==> config.mk <==
export PLATFORM = sky130hd
export DESIGN_NAME = one_wire_bus_master
export DESIGN_NICKNAME = d
export VERILOG_FILES = /design/src/owbm_pkg.sv /design/src/one_wire_bus_master.sv /design/src/owbm_cfg_regs.sv
export SDC_FILE = /design/constraint.sdc
export NUM_CORES = 1
export LEC_CHECK = 0
export BUFFER_PORTS_ARGS = -buffer_cell sky130_fd_sc_hd__buf_2
export CAP_MARGIN = 15
export CORE_MARGIN = 4
export CORE_UTILIZATION = 45
export DETAILED_ROUTE_END_ITERATION = 16
export PLACE_DENSITY = 0.61
export SLEW_MARGIN = 10
export SYNTH_ARGS = -nofsm -noshare
export SYNTH_HDL_FRONTEND = slang
export SYNTH_SLANG_ARGS = --single-unit
export TNS_END_PERCENT = 50
==> constraint.sdc <==
create_clock -name clk_i -period 4 [get_ports clk_i]
set_input_delay 0.2 -clock clk_i [delete_from_list [all_inputs] [get_ports clk_i]]
set_output_delay 0.2 -clock clk_i [all_outputs]
set_load 0.01 [all_outputs]
==> src/owbm_pkg.sv <==
// Types, codes and constants of the single-wire bus master.
package owbm_pkg;

  localparam int COUNTER_BITS_DEFAULT = 20;

  localparam int CFG_COUNT  = 8;
  localparam int CFG_ADDR_W = 3;
  localparam int CFG_DATA_W = 20;

  typedef enum logic [CFG_ADDR_W-1:0] {
    CFG_RESET_LOW        = 3'd0,
    CFG_PRESENCE_TIMEOUT = 3'd1,
    CFG_RESET_TAIL       = 3'd2,
    CFG_WRITE_ZERO_LOW   = 3'd3,
    CFG_WRITE_ONE_LOW    = 3'd4,
    CFG_SLOT_TAIL        = 3'd5,
    CFG_READ_LOW         = 3'd6,
    CFG_READ_SAMPLE      = 3'd7
  } cfg_idx_e;

  // Reset values of the timing registers.
  localparam logic [15:0] RESET_LOW_RESET        = 16'd480;
  localparam logic [19:0] PRESENCE_TIMEOUT_RESET = 20'd100000;
  localparam logic [15:0] RESET_TAIL_RESET       = 16'd300;
  localparam logic [15:0] WRITE_ZERO_LOW_RESET   = 16'd60;
  localparam logic [15:0] WRITE_ONE_LOW_RESET    = 16'd1;
  localparam logic [15:0] SLOT_TAIL_RESET        = 16'd60;
  localparam logic [15:0] READ_LOW_RESET         = 16'd10;
  localparam logic [15:0] READ_SAMPLE_RESET      = 16'd15;

  typedef enum logic [1:0] {
    OP_TICK  = 2'd0,
    OP_RESET = 2'd1,
    OP_WRITE = 2'd2,
    OP_READ  = 2'd3
  } op_e;

  typedef enum logic {
    ST_OK          = 1'b0,
    ST_NO_PRESENCE = 1'b1
  } status_e;

  typedef enum logic [3:0] {
    PH_IDLE      = 4'd0,
    PH_RST_LOW   = 4'd1,
    PH_WAIT_LOW  = 4'd2,
    PH_WAIT_HIGH = 4'd3,
    PH_RST_TAIL  = 4'd4,
    PH_WR_LOW    = 4'd5,
    PH_WR_TAIL   = 4'd6,
    PH_RD_LOW    = 4'd7,
    PH_RD_WAIT   = 4'd8,
    PH_RD_SAMPLE = 4'd9,
    PH_RD_TAIL   = 4'd10
  } phase_e;

  typedef struct packed {
    op_e        op;
    logic [7:0] byte_in;
    logic       line_level;
  } in_item_t;

  typedef struct packed {
    logic       drive_low;
    logic       busy_res;
    logic       done_res;
    status_e    status;
    logic [7:0] byte_out;
  } out_item_t;

endpackage

==> src/one_wire_bus_master.sv <==
// Single-wire bus master: one request per timing tick, one result per request.
//
// Usage: every request on the input channel is one tick of the bus waveform.
// It carries the sampled line level and, while no command runs, may start a
// bus reset with presence detect, a byte write or a byte read (LSB first).
// Each request yields exactly one result on the output channel: the pull-low
// drive for that tick, busy, done, the status and, on the done tick of a
// read, the assembled byte.
// Latency: the result of a request is valid in the cycle after it is taken.
// Throughput: one request per cycle while no result is stalled; the whole
// tick is evaluated combinationally by the phase state machine between the
// command state registers and the result register.
// Stall: the result register holds its item while out_ready_i is low; a new
// request is taken in the cycle the held result leaves, so in_ready_o follows
// out_ready_i whenever a result is pending.
// Reset: asynchronous and active low; the bus master returns to idle, the
// result register empties and the timing registers take their default values.
// The user must write timing registers through the plain write port only while idle; unenforced.
module one_wire_bus_master #(
  parameter int CounterBits = owbm_pkg::COUNTER_BITS_DEFAULT
) (
  input  logic                            clk_i,
  input  logic                            rst_ni,
  input  logic                            in_valid_i,
  output logic                            in_ready_o,
  input  owbm_pkg::in_item_t              in_data_i,
  output logic                            out_valid_o,
  input  logic                            out_ready_i,
  output owbm_pkg::out_item_t             out_data_o,
  input  logic                            cfg_we_i,
  input  logic [owbm_pkg::CFG_ADDR_W-1:0] cfg_addr_i,
  input  logic [owbm_pkg::CFG_DATA_W-1:0] cfg_wdata_i
);

  logic [owbm_pkg::CFG_COUNT-1:0][CounterBits-1:0] lim;

  owbm_cfg_regs #(
    .CounterBits(CounterBits)
  ) u_cfg_regs (
    .clk_i      (clk_i),
    .rst_ni     (rst_ni),
    .cfg_we_i   (cfg_we_i),
    .cfg_addr_i (cfg_addr_i),
    .cfg_wdata_i(cfg_wdata_i),
    .lim_o      (lim)
  );

  owbm_pkg::phase_e    phase_q, phase_d;
  owbm_pkg::op_e       kind_q, kind_d;
  logic [CounterBits-1:0] cnt_q, cnt_d;
  logic [CounterBits-1:0] budget_q, budget_d;
  logic [2:0]          bit_q, bit_d;
  logic [7:0]          shift_q, shift_d;
  logic                out_valid_q;
  owbm_pkg::out_item_t out_q, out_d;

  // State after a possible command start in this tick.
  owbm_pkg::phase_e    st_phase;
  owbm_pkg::op_e       st_kind;
  logic [CounterBits-1:0] st_cnt;
  logic [2:0]          st_bit;
  logic [7:0]          st_shift;
  logic                wr_slot_end;
  logic                rd_slot_end;
  logic                accept;

  assign in_ready_o = !out_valid_q || out_ready_i;
  assign accept     = in_valid_i && in_ready_o;

  always_comb begin
    st_phase = phase_q;
    st_kind  = kind_q;
    st_cnt   = cnt_q;
    st_bit   = bit_q;
    st_shift = shift_q;
    if (phase_q == owbm_pkg::PH_IDLE && in_data_i.op != owbm_pkg::OP_TICK) begin
      st_kind = in_data_i.op;
      st_bit  = '0;
      case (in_data_i.op)
        owbm_pkg::OP_RESET: begin
          st_phase = owbm_pkg::PH_RST_LOW;
          st_cnt   = lim[owbm_pkg::CFG_RESET_LOW];
        end
        owbm_pkg::OP_WRITE: begin
          st_shift = in_data_i.byte_in;
          st_phase = owbm_pkg::PH_WR_LOW;
          st_cnt   = in_data_i.byte_in[0] ? lim[owbm_pkg::CFG_WRITE_ONE_LOW]
                                          : lim[owbm_pkg::CFG_WRITE_ZERO_LOW];
        end
        default: begin
          st_shift = '0;
          st_phase = owbm_pkg::PH_RD_LOW;
          st_cnt   = lim[owbm_pkg::CFG_READ_LOW];
        end
      endcase
    end

    phase_d     = st_phase;
    kind_d      = st_kind;
    cnt_d       = st_cnt;
    budget_d    = budget_q;
    bit_d       = st_bit;
    shift_d     = st_shift;
    wr_slot_end = 1'b0;
    rd_slot_end = 1'b0;
    out_d       = '0;

    case (st_phase)
      owbm_pkg::PH_IDLE: begin
      end
      owbm_pkg::PH_WAIT_LOW, owbm_pkg::PH_WAIT_HIGH: begin
        out_d.busy_res = 1'b1;
        if (st_phase == owbm_pkg::PH_WAIT_LOW && !in_data_i.line_level) begin
          phase_d = owbm_pkg::PH_WAIT_HIGH;
        end else if (st_phase == owbm_pkg::PH_WAIT_HIGH && in_data_i.line_level) begin
          cnt_d = lim[owbm_pkg::CFG_RESET_TAIL];
          if (lim[owbm_pkg::CFG_RESET_TAIL] != '0) begin
            phase_d = owbm_pkg::PH_RST_TAIL;
          end else begin
            phase_d        = owbm_pkg::PH_IDLE;
            out_d.done_res = 1'b1;
          end
        end else if (budget_q <= CounterBits'(1)) begin
          budget_d       = '0;
          phase_d        = owbm_pkg::PH_IDLE;
          out_d.done_res = 1'b1;
          out_d.status   = owbm_pkg::ST_NO_PRESENCE;
        end else begin
          budget_d = budget_q - CounterBits'(1);
        end
      end
      owbm_pkg::PH_RD_SAMPLE: begin
        out_d.busy_res = 1'b1;
        shift_d = {in_data_i.line_level, st_shift[7:1]};
        cnt_d   = lim[owbm_pkg::CFG_SLOT_TAIL];
        if (lim[owbm_pkg::CFG_SLOT_TAIL] != '0) begin
          phase_d = owbm_pkg::PH_RD_TAIL;
        end else begin
          rd_slot_end = 1'b1;
        end
      end
      default: begin
        out_d.busy_res  = 1'b1;
        out_d.drive_low = (st_phase == owbm_pkg::PH_RST_LOW) ||
                          (st_phase == owbm_pkg::PH_WR_LOW) ||
                          (st_phase == owbm_pkg::PH_RD_LOW);
        if (st_cnt <= CounterBits'(1)) begin
          cnt_d = '0;
          case (st_phase)
            owbm_pkg::PH_RST_LOW: begin
              phase_d  = owbm_pkg::PH_WAIT_LOW;
              budget_d = lim[owbm_pkg::CFG_PRESENCE_TIMEOUT];
            end
            owbm_pkg::PH_RST_TAIL: begin
              phase_d        = owbm_pkg::PH_IDLE;
              out_d.done_res = 1'b1;
            end
            owbm_pkg::PH_WR_LOW: begin
              cnt_d = lim[owbm_pkg::CFG_SLOT_TAIL];
              if (lim[owbm_pkg::CFG_SLOT_TAIL] != '0) begin
                phase_d = owbm_pkg::PH_WR_TAIL;
              end else begin
                wr_slot_end = 1'b1;
              end
            end
            owbm_pkg::PH_WR_TAIL: begin
              wr_slot_end = 1'b1;
            end
            owbm_pkg::PH_RD_LOW: begin
              cnt_d   = lim[owbm_pkg::CFG_READ_SAMPLE];
              phase_d = (lim[owbm_pkg::CFG_READ_SAMPLE] != '0) ?
                        owbm_pkg::PH_RD_WAIT : owbm_pkg::PH_RD_SAMPLE;
            end
            owbm_pkg::PH_RD_WAIT: begin
              phase_d = owbm_pkg::PH_RD_SAMPLE;
            end
            owbm_pkg::PH_RD_TAIL: begin
              rd_slot_end = 1'b1;
            end
            default: begin
              phase_d = owbm_pkg::PH_IDLE;
            end
          endcase
        end else begin
          cnt_d = st_cnt - CounterBits'(1);
        end
      end
    endcase

    // End of a bit slot: either the byte is complete or the next slot opens.
    if (wr_slot_end) begin
      shift_d = {1'b0, st_shift[7:1]};
      if (st_bit == 3'd7) begin
        bit_d          = '0;
        phase_d        = owbm_pkg::PH_IDLE;
        out_d.done_res = 1'b1;
      end else begin
        bit_d   = st_bit + 3'd1;
        phase_d = owbm_pkg::PH_WR_LOW;
        cnt_d   = st_shift[1] ? lim[owbm_pkg::CFG_WRITE_ONE_LOW]
                              : lim[owbm_pkg::CFG_WRITE_ZERO_LOW];
      end
    end
    if (rd_slot_end) begin
      if (st_bit == 3'd7) begin
        bit_d          = '0;
        phase_d        = owbm_pkg::PH_IDLE;
        out_d.done_res = 1'b1;
      end else begin
        bit_d   = st_bit + 3'd1;
        phase_d = owbm_pkg::PH_RD_LOW;
        cnt_d   = lim[owbm_pkg::CFG_READ_LOW];
      end
    end

    if (out_d.done_res && kind_d == owbm_pkg::OP_READ) begin
      out_d.byte_out = shift_d;
    end
  end

  always_ff @(posedge clk_i or negedge rst_ni) begin
    if (!rst_ni) begin
      phase_q  <= owbm_pkg::PH_IDLE;
      kind_q   <= owbm_pkg::OP_TICK;
      cnt_q    <= '0;
      budget_q <= '0;
      bit_q    <= '0;
      shift_q  <= '0;
    end else if (accept) begin
      phase_q  <= phase_d;
      kind_q   <= kind_d;
      cnt_q    <= cnt_d;
      budget_q <= budget_d;
      bit_q    <= bit_d;
      shift_q  <= shift_d;
    end
  end

  always_ff @(posedge clk_i or negedge rst_ni) begin
    if (!rst_ni) begin
      out_valid_q <= 1'b0;
    end else if (in_ready_o) begin
      out_valid_q <= in_valid_i;
    end
  end

  always_ff @(posedge clk_i) begin
    if (accept) begin
      out_q <= out_d;
    end
  end

  assign out_valid_o = out_valid_q;
  assign out_data_o  = out_q;

endmodule

==> src/owbm_cfg_regs.sv <==
// Timing register file with timeout saturation to the counter width and low-time floors.
module owbm_cfg_regs #(
  parameter int CounterBits = owbm_pkg::COUNTER_BITS_DEFAULT
) (
  input  logic                                   clk_i,
  input  logic                                   rst_ni,
  input  logic                                   cfg_we_i,
  input  logic [owbm_pkg::CFG_ADDR_W-1:0]        cfg_addr_i,
  input  logic [owbm_pkg::CFG_DATA_W-1:0]        cfg_wdata_i,
  output logic [owbm_pkg::CFG_COUNT-1:0][CounterBits-1:0] lim_o
);

  localparam int HiW = owbm_pkg::CFG_DATA_W - 16;

  // Lower 16 bits of every register; the presence timeout keeps its upper bits apart.
  logic [owbm_pkg::CFG_COUNT-1:0][15:0] reg_q;
  logic [HiW-1:0]                        timeout_hi_q;
  logic [owbm_pkg::CFG_DATA_W-1:0]       timeout_full;
  logic [CounterBits-1:0]                timeout_lim;

  always_ff @(posedge clk_i or negedge rst_ni) begin
    if (!rst_ni) begin
      reg_q[owbm_pkg::CFG_RESET_LOW]        <= owbm_pkg::RESET_LOW_RESET;
      reg_q[owbm_pkg::CFG_PRESENCE_TIMEOUT] <= owbm_pkg::PRESENCE_TIMEOUT_RESET[15:0];
      reg_q[owbm_pkg::CFG_RESET_TAIL]       <= owbm_pkg::RESET_TAIL_RESET;
      reg_q[owbm_pkg::CFG_WRITE_ZERO_LOW]   <= owbm_pkg::WRITE_ZERO_LOW_RESET;
      reg_q[owbm_pkg::CFG_WRITE_ONE_LOW]    <= owbm_pkg::WRITE_ONE_LOW_RESET;
      reg_q[owbm_pkg::CFG_SLOT_TAIL]        <= owbm_pkg::SLOT_TAIL_RESET;
      reg_q[owbm_pkg::CFG_READ_LOW]         <= owbm_pkg::READ_LOW_RESET;
      reg_q[owbm_pkg::CFG_READ_SAMPLE]      <= owbm_pkg::READ_SAMPLE_RESET;
      timeout_hi_q <= owbm_pkg::PRESENCE_TIMEOUT_RESET[owbm_pkg::CFG_DATA_W-1:16];
    end else if (cfg_we_i) begin
      reg_q[cfg_addr_i] <= cfg_wdata_i[15:0];
      if (cfg_addr_i == owbm_pkg::CFG_PRESENCE_TIMEOUT) begin
        timeout_hi_q <= cfg_wdata_i[owbm_pkg::CFG_DATA_W-1:16];
      end
    end
  end

  assign timeout_full = {timeout_hi_q, reg_q[owbm_pkg::CFG_PRESENCE_TIMEOUT]};

  // A timeout wider than the counters saturates at the largest count.
  if (CounterBits >= owbm_pkg::CFG_DATA_W) begin : g_timeout_fits
    assign timeout_lim = CounterBits'(timeout_full);
  end else begin : g_timeout_sat
    assign timeout_lim = (timeout_full[owbm_pkg::CFG_DATA_W-1:CounterBits] != '0) ?
                         '1 : timeout_full[CounterBits-1:0];
  end

  always_comb begin
    for (int i = 0; i < owbm_pkg::CFG_COUNT; i++) begin
      lim_o[i] = CounterBits'(reg_q[i]);
    end
    lim_o[owbm_pkg::CFG_PRESENCE_TIMEOUT] = timeout_lim;
    // Low times of zero behave as one tick.
    if (reg_q[owbm_pkg::CFG_RESET_LOW] == '0) begin
      lim_o[owbm_pkg::CFG_RESET_LOW] = CounterBits'(1);
    end
    if (reg_q[owbm_pkg::CFG_WRITE_ZERO_LOW] == '0) begin
      lim_o[owbm_pkg::CFG_WRITE_ZERO_LOW] = CounterBits'(1);
    end
    if (reg_q[owbm_pkg::CFG_WRITE_ONE_LOW] == '0) begin
      lim_o[owbm_pkg::CFG_WRITE_ONE_LOW] = CounterBits'(1);
    end
    if (reg_q[owbm_pkg::CFG_READ_LOW] == '0) begin
      lim_o[owbm_pkg::CFG_READ_LOW] = CounterBits'(1);
    end
  end

endmodule

; After elaboration in Yosys (flattened, before gate mapping)
; Cells that the tools add are included.
; W data, S select, Z words.
[word_totals]
romBits = 0
n_memories = 0
ff_bits = 202
latchBits = 0
in_bits = 39
mem_bits_rw = 0
elab_cells = 152
output_inout_bits = 14
[op_classes]
multipliers = 0
n_lt_le_gt_ge = 4
n_addsub = 3
reduce_logical = 31
mux = 74
div_mod_pow = 0
shifts = 0
eq_ne = 17
n_bitwise = 2
[op_table]
columns = operator, n
row1 = $mux W20, 15
row2 = $bwmux W128, 1
row3 = $mux W16, 5
row4 = $pmux W20 S2, 2
row5 = $logic_not A16 Y1, 4
row6 = $pmux W20 S3, 1
row7 = $reduce_bool A20 Y1, 3
row8 = $demux W16 S3, 1
row9 = $le A20 B1 Y1 const B, 2
row10 = $sub A20 B1 Y20 const B, 2
row11 = $mux W4, 9
row12 = $pmux W16 S2, 1
row13 = $mux W8, 3
row14 = $mux W3, 7
row15 = $pmux W4 S5, 1
row16 = $eq A4 B3 Y1 const B, 4
row17 = $mux W1, 16
row18 = $pmux W8 S2, 1
row19 = $eq A4 B4 Y1 const B, 3
row20 = $mux W2, 6
row21 = $pmux W4 S3, 1
row22 = $eq A4 B2 Y1 const B, 2
row23 = $logic_not A4 Y1, 2
row24 = $logic_and A1 B1 Y1, 6
row25 = 20 further kinds, 33

; Longest topological paths before layout
; Gate-level depths: netlist of run 1.
[depth]
word_depth = 16
ltp_mapped = 21
mapped_depth_nobuf = 17

; Hierarchy
; From an unflattened synthesis of run 1, not the netlist that was laid out.
[unflattened]
cells_unflattened = 1300
hier_area_um2 = 12911.1
[by_module_without_submodules]
columns = module, n_inst, seq_area_each_um2, area_each_um2, cells_per_inst
row1 = one_wire_bus_master, 1, 1811.7, 6761.5, 840
row2 = owbm_cfg_regs, 1, 3339.5, 6149.6, 460

; Worst setup path after synthesis of run 1
; OpenSTA, ideal clock, no wires.
[synth_path]
kind = input to register
startpoint = input in_data_i[9] (netlist bit)
endpoint = register budget_q[16]
path_buffers = 4
t_arrival_ps = 4079
slack_ps = -202
stages = 20
setup_ps = 123
required_time_ps = 3877
path_cell_list = inv_1 ha_1 or3_1 clkbuf_1 nor2_1 clkbuf_1 o221ai_1 inv_1 ha_1 nor2_1 nor4_1 a22oi_1 nor4_2 nand2_2 o31a_1 or4_1 buf_2 buf_6 o21ai_1 o21ai_1
[synth_via]
elab_chain_cells = 7
word_cells_on_any_way = 25
classes_between = 1 x order compare / 8 x eq/ne / 5 x mux / 1 x bitwise / 10 x reduce/logical
[synth_rtl]
columns = item, line_no
row1 = "start, declared", one_wire_bus_master.sv:26  ; input owbm_pkg::in_item_t in_data_i,
row2 = "parallel branches: the longest is 7 deep, another holds $le A20 B1 Y1", -
row3 = "end signal, assigned", one_wire_bus_master.sv:233  ; budget_q <= budget_d;
row4 = "end, declared", one_wire_bus_master.sv:51  ; logic [CounterBits-1:0] budget_q, budget_d;
; Parallel ways; which one is timed is not known.
; A chain may end at the register's enable or synchronous reset.

; Final worst setup path of run 1
[layout_path]
startpoint = register u_cfg_regs.reg_q[4] (netlist bit)
endpoint = register budget_q[10]
[layout_via]
elab_chain_cells = 7
[layout_rtl]
columns = item, line_no
row1 = "start, declared", owbm_cfg_regs.sv:16  ; logic [owbm_pkg::CFG_COUNT-1:0][15:0] reg_q;
row2 = "start signal, assigned by index", owbm_cfg_regs.sv:23  ; reg_q[owbm_pkg::CFG_RESET_LOW] <= owbm_pkg::RESET_LOW_RESET;
row3 = "start signal, assigned by index", owbm_cfg_regs.sv:24  ; reg_q[owbm_pkg::CFG_PRESENCE_TIMEOUT] <= owbm_pkg::PRESENCE_TIMEOUT_RESET[15:0];
row4 = "start signal, assigned by index", owbm_cfg_regs.sv:25  ; reg_q[owbm_pkg::CFG_RESET_TAIL] <= owbm_pkg::RESET_TAIL_RESET;
row5 = $logic_not A16 Y1, owbm_cfg_regs.sv:56  ; if (reg_q[owbm_pkg::CFG_RESET_LOW] == '0) begin
row6 = $mux W16 (*), owbm_cfg_regs.sv:56
row7 = $pmux W20 S2 (*), one_wire_bus_master.sv:79  ; case (in_data_i.op)
row8 = $mux W20 (*), one_wire_bus_master.sv:76  ; if (phase_q == owbm_pkg::PH_IDLE && in_data_i.op != owbm_pkg::OP_TICK) begin
row9 = $le A20 B1 Y1 (*), one_wire_bus_master.sv:147  ; if (st_cnt <= CounterBits'(1)) begin
row10 = $reduce_bool A2 Y1 (no source line) (*), -
row11 = $reduce_and A6 Y1 (no source line) (*), -
; Mark *: on every way between the ends. The rest lies on a longest branch, timed or not.

==> out/metrics.cfg, run 1 <==
[status]
status = finished, final reports clean

[cells_and_area]
num-nets-final = 1367
drive_above_1_share_pct = 39.34
antennaDiodeCount = 0
postLayoutCoreUtil_pct = 59.49
area.growth.synth_to_final_pct = 28.76
multi_input_area_um2 = 6285
design_area_um2 = 14640
nFillCells = 2151
seqCellArea_um2 = 5151

[setup_path]
timing.rr.end = budget_q[10]
crit_arrival_ns = 4.39
critPathRequiredTime_ns = 4.40
crit_type = reg2reg
rr_worst_depth = 17
cp_max_fo = 8
crit_path_end_kind = flop
timing.critical_path.to = budget_q[10]
ff2ff_setup_slack_ns = 0.01
cp-startpoint = u_cfg_regs.reg_q[4]
start_kind = flop
r2r-start = u_cfg_regs.reg_q[4]

[timing]
slew-limit-headroom_pct = 21.60
setup_viol = 0
finalHoldViolations = 0
post-route-min-period_ns = 3.990
report.final.slew_viol_count = 0
min_period_over_period_pct = 99.76
max_freq_mhz = 250.6
hold_slack_ns = 0.06976
rsz0062_at_grt = yes
tns_ns = 0
worstMarginPinSlew_ns = 1.174
worst_clock_skew_ns = 0.01472

[synth]
syn_area_per_cell_um2 = 10.12
postSynthCellCount = 1123
synth_largest_area_cell = dfrtp_1
netlist.area_leader.share_pct = 35.44
synth.top_cells.by_count = 161 x dfrtp_1, 148 x mux2_2, 106 x nand2_1, 74 x o21ai_0, 70 x nor2_1
ys_warn_count = 0
yosysMostFrequentCell = dfrtp_1
synthDistinctLibCells = 71
syn_nets = 1171
synthXorXnorAreaFrac_pct = 0.8475
synth_edf_count = 12
synth_top_family_by_area = multiplexers
yosysSeqAreaShare_pct = 45.31
synth-compound-area-share_pct = 17.26
synth_flop_cell = dfrtp_1
synthArstFlopShare_pct = 94.06
synthAdderAreaFrac_pct = 0.9905
synth_area_um2 = 11370
synth_area_leaders = dfrtp_1 35%, mux2_2 15%, dfstp_2 6.7%
ys_ff_latch = 202
synthSimpleGateAreaFrac_pct = 14.13
synth.area.mux_share_pct = 18.18

[clock_tree]
clk_pin_slew_ns = 0.06
cts_tree = done
cts_sinks = 202
insertion_delay_ns = 0.52
cts_max_level = 1
clockBufferDepth = 3
cts_made_buffers = 24
root_buffer = clkbuf_16

[route]
num_vias = 10370
route.detailed.drc = 0
antenna_left = 0
wl_um = 38300
first_pass_iters = 6
first_iter_violations = 1144
via_per_inst = 6.246
wl_per_cell_um = 23.06

[global_routing]
grt_start_max_net_pins = 98
grt_pass1_vias = 9927
grt_pass1_wl_um = 58520
grt_util_all_layers_pct = 26.20
grt_overflow_total = 0
grt_antenna_before_repair = 0

[power]
power_uw = 9901
power_density_nw_per_um2 = 676.4
leakage_uw = 0.006120
vdd_drop_max_uv = 357.6

[place]
port_buffers = 52
place_congestion = 0.9791
dpl.hpwl_um = 27780
placed_cell_area_um2 = 13130

[die]
start_util_pct = 46.20
num_io_pins = 53
die_w_um = 166.9
die-area_um2 = 27870
core_um2 = 24600
fp.dieH_um = 166.9
rows = 57

[min_path]
hp-class = in2reg

[run]
cap_violations = 0

[what timing repair did]
action,4_1_cts,5_1_grt
setup endpoints to repair,55,64
resized for setup,6,97
hold buffers,7,0
setup buffers,0,10
pin swaps,1,35
hold endpoints to repair,78,0
cloned,0,3
[power by group]
group          internal, µW  switching (µW)
logic                  1930            2480
registers              2650             461
clock network          1480             899
total                  6060            3840
[layout make-up]
cell class,instances,area share [%]
well taps,324,2.769
repair buffers,240,12.68
multi-input cells,832,42.94
inverters,19,0.5043
flip-flops and latches,202,35.19
clock inverters,8,0.8120
clock buffers,36,5.112
[flip-flops by register name, summed over array words and instances, names as in the netlist, 4 cells and up]
name	flops
u_cfg_regs.lim_o	64
u_cfg_regs.reg_q	64
budget_q	20
cnt_q	20
out_data_o	12
shift_q	8
phase_q	4
u_cfg_regs.timeout_hi_q	4
[placed cells by master (no fill, tap or decap), drive strengths merged, types with 6 or more instances in the layout]
| cell type | n |
|---|---|
| and2 | 9 |
| edfxtp | 12 |
| o211ai | 10 |
| o22ai | 6 |
| nand4 | 10 |
| a221oi | 14 |
| a22o | 6 |
| nand2 | 107 |
| nor3 | 39 |
| ha | 9 |
| inv | 19 |
| dfrtp | 161 |
| clkbuf | 40 |
| nor2 | 71 |
| nand3 | 18 |
| nand2b | 8 |
| nor4 | 35 |
| a21oi | 38 |
| mux2 | 148 |
| a22oi | 23 |
| mux2i | 40 |
| dfstp | 29 |
| and3 | 6 |
| o21ai | 98 |
| a2bb2oi | 6 |
| o31ai | 15 |
| a222oi | 12 |
| a31oi | 13 |
| xnor2 | 7 |
| a211oi | 7 |
| dlygate4sd3 | 7 |
| buf | 229 |
| or3 | 8 |
[how the worst min path moves through the flow]
stage / start / endpoint / cells past startpoint
floorplan: rst_ni / bit_q[0] / 0
global placement: rst_ni / shift_q[3] / 1
detailed placement: rst_ni / shift_q[3] / 1
CTS: cfg_wdata_i[3] / u_cfg_regs.reg_q[3] / 2
global route: cfg_wdata_i[3] / u_cfg_regs.reg_q[51] / 2
finish: cfg_wdata_i[3] / u_cfg_regs.reg_q[3] / 2
[critical path, cell delays in order, from the launching register on]
cell and delay [ns]:
dfrtp_1 0.43, nor4_1 0.43, a41oi_1 0.20, o22ai_1 0.24, o221ai_2 0.13, buf_4 0.16
inv_4 0.06, ha_4 0.12, nor2_2 0.04, nor4_2 0.25, a22oi_1 0.13, nor4_2 0.31
nand2_2 0.13, o31a_1 0.31, or4_4 0.53, clkbuf_16 0.22, o21ai_2 0.11, o21ai_1 0.07
[cell families after synthesis]
logic type      Yosys count
buf+inv                  89
flops                   202
xor+xnor                 11
mux                     188
simple gates            332
fa+ha+maj                 9
compound gates          292
[metrics by stage]
stage               worst slack, ns  cells
floorplan                   0.01463   1123
global placement            -0.1697   1599
detailed placement          -0.2593   1599
CTS                        0.005873   1650
global route                -0.2614   1661
finish                     0.009686   1661
[metal layers]
layer,vias to the layer above,wire [µm],track usage (%)
met5,-,0,0
met4,0,1432,8.858
met3,83,2640,3.579
met2,450,17280,40.58
met1,5194,16950,38.03
li1,4647,-,-
No activity file was read; power rests on OpenSTA's default activity.
==> inputs of run 2 (changes only) <==
- CORE_ASPECT_RATIO: unset -> 0.7
- HOLD_SLACK_MARGIN: unset -> 0.12
==> run 2 against run 1 <==
Non-clock buffer count grew 26. Power decreased by 2.8%. Routed wire length rose by 11%. Clock-buffer cell count did not move. Utilization down 0.55 points. Clock power is 17% lower. Register-to-register slack improved by 0.04 ns. Critical path depth unchanged. Sequential power rose by 1%. Worst hold slack better by 0.072 ns. Via count rose by 2.5%. Largest cell class unchanged. Largest power group unchanged.
==> out/metrics.cfg, run 2 (same netlist as run 1, synthesis figures left out) <==
[setup_path]
cpMostUsedCell = nor4_2
critPathRequiredTime_ns = 4.40
r2r-start = u_cfg_regs.reg_q[58]
worst-path-stages = 17
path_buf_inv = 3
timing.rr.end = budget_q[3]
crit_arrival_ns = 4.35
crit_slowest_cell = or4_4
crit_path_end_kind = flop
max_stage_delay_ns = 0.53
ff2ff_setup_slack_ns = 0.05
crit_chain = nor4_2 -> buf_4 -> a41oi_4 -> o311ai_2 -> o221ai_2 -> inv_2 -> ha_4 -> nor2_2 -> nor4_2 -> a22oi_1 -> nor4_2 -> nand2_2 -> o31a_1 -> or4_4 -> clkbuf_16 -> nor2_2 -> o22ai_1
cp_max_fo = 8
cp-startpoint = u_cfg_regs.reg_q[58]
start_kind = flop
rr_worst_depth = 17
path_delay_family = simple AND/OR/NAND/NOR gates
crit_type = reg2reg
timing.critical_path.to = budget_q[3]

[timing]
worst_clock_skew_ns = 0.01138
worstMarginPinSlew_ns = 1.120
report.final.slew_viol_count = 0
rsz0062_at_grt = yes
max_freq_mhz = 253.4
slew-limit-headroom_pct = 24.96
finalHoldViolations = 0
post-route-min-period_ns = 3.947
setup_viol = 0
min_period_over_period_pct = 98.67
fin_ws_ns = 0.05313

[cells_and_area]
postLayoutCoreUtil_pct = 58.95
final_cells = 1684
layout_common_cells = 185 x buf_4, 161 x dfrtp_1, 148 x mux2_2
design_area_um2 = 14590
nFillCells = 2123
seqCellArea_um2 = 5151
num-nets-final = 1391
drive_above_1_share_pct = 38.41
final_common_cell = buf_4
multi_input_area_um2 = 6222
area.growth.synth_to_final_pct = 28.30
antennaDiodeCount = 0

[global_routing]
grt_overflow_total = 0
grt_pass1_wl_um = 62930
grt_start_max_net_pins = 114
grt_antenna_before_repair = 0
grt_util_all_layers_pct = 29.45
grt_pass1_vias = 10000

[die]
num_io_pins = 53
die-area_um2 = 27910
start_util_pct = 45.94
die_w_um = 198.0
fp.dieH_um = 141.0
core_um2 = 24740
rows = 48

[place]
placed_cell_area_um2 = 13260
place_ws_ns = -0.1789
dpl.hpwl_um = 30500
dp.cells = 1618
port_buffers = 52
place_congestion = 0.9952

[clock_tree]
clk_pin_slew_ns = 0.06
cts_made_buffers = 22
clockBufferDepth = 3
root_buffer = clkbuf_16
cts_tree = done
insertion_delay_ns = 0.53
cts_max_level = 1
cts_sinks = 202

[min_path]
min_path_cells = 2
hp-class = in2reg

[route]
wl_um = 42320
wl_per_cell_um = 25.13
first_pass_iters = 6
antenna_left = 0
first_iter_violations = 1274
num_vias = 10630
via_per_inst = 6.313
route.detailed.drc = 0

[power]
power_density_nw_per_um2 = 659.8
leakage_uw = 0.006130
power_uw = 9623
vdd_drop_max_uv = 367.3

[status]
status = finished, final reports clean

[run]
cap_violations = 0

==> run 2: cell count changes in the layout (fill, tap and decap cells not counted), moves of 4 or more <==
cell and delta:
buf_6 -5, dlygate4sd3_1 +12, o21ai_1 -4, clkbuf_16 -4
nor4_1 -5, o21ai_0 +7, clkbuf_1 +5, mux2i_4 -5
buf_4 +20, mux2i_1 +5
==> run 2: how the worst min path moves through the flow <==
stage | from | endpoint
2_1_floorplan | rst_ni | bit_q[0]
3_3_place_gp | rst_ni | u_cfg_regs.lim_o[24]
3_5_place_dp | rst_ni | u_cfg_regs.lim_o[23]
4_1_cts | cfg_wdata_i[0] | u_cfg_regs.lim_o[100]
5_1_grt | cfg_wdata_i[9] | u_cfg_regs.reg_q[57]
6_report | cfg_wdata_i[9] | u_cfg_regs.reg_q[105]
==> run 2: report_power, final <==
part | switching, µW | total, µW | internal [µW] | leakage (µW)
registers | 496 | 3150 | 2650 | 0.00239
logic | 2550 | 4500 | 1950 | 0.00340
clock network | 863 | 1980 | 1120 | 0.000336
==> run 2: what timing repair did <==
action                                  CTS  global route
pin swaps                                 1            32
endpoints found under the hold margin   158             3
buffers inserted                          0             3
gates resized for setup                   5            62
hold buffers                             18             1
endpoints found under the setup margin   47            62
gates cloned                              0             3
==> run 2: through the flow <==
| step | TNS (ns) | hold WS [ns] |
|---|---|---|
| after floorplan | 0 | -0.09559 |
| after global placement | -0.2737 | 0.4058 |
| final | 0 | 0.1414 |
| after global routing | -1.028 | 0.1348 |
| after CTS | 0 | 0.1242 |
| after detailed placement | -3.291 | 0.4178 |
==> run 2: per-layer routing <==
layer / vias to the layer above / track usage (%) / routed length (µm)
met1: 5320 / 47.10 / 19300
met5: - / 0 / 0
li1: 4675 / - / -
met2: 558 / 39.90 / 17380
met3: 78 / 6.832 / 4534
met4: 0 / 6.954 / 1110
==> run 2: worst reg2reg max path: cells and delay by family, from the launching register on <==
family / cells / cell delay (ns)
adder cells (fa/ha/maj): 1 / 0.13
AO/OA/AOI/OAI: 6 / 1.21
AND/OR/NAND/NOR: 7 / 1.60
buffers and inverters: 3 / 0.51
flip-flops: 1 / 0.39
==> run 2: final cells by class <==
class,instances,area share (%)
clock buffers,36,4.478
clock inverters,4,0.2145
inverters,19,0.4890
multi-input cells,832,42.66
flip-flops and latches,202,35.32
well taps,325,2.788
repair buffers,266,14.05
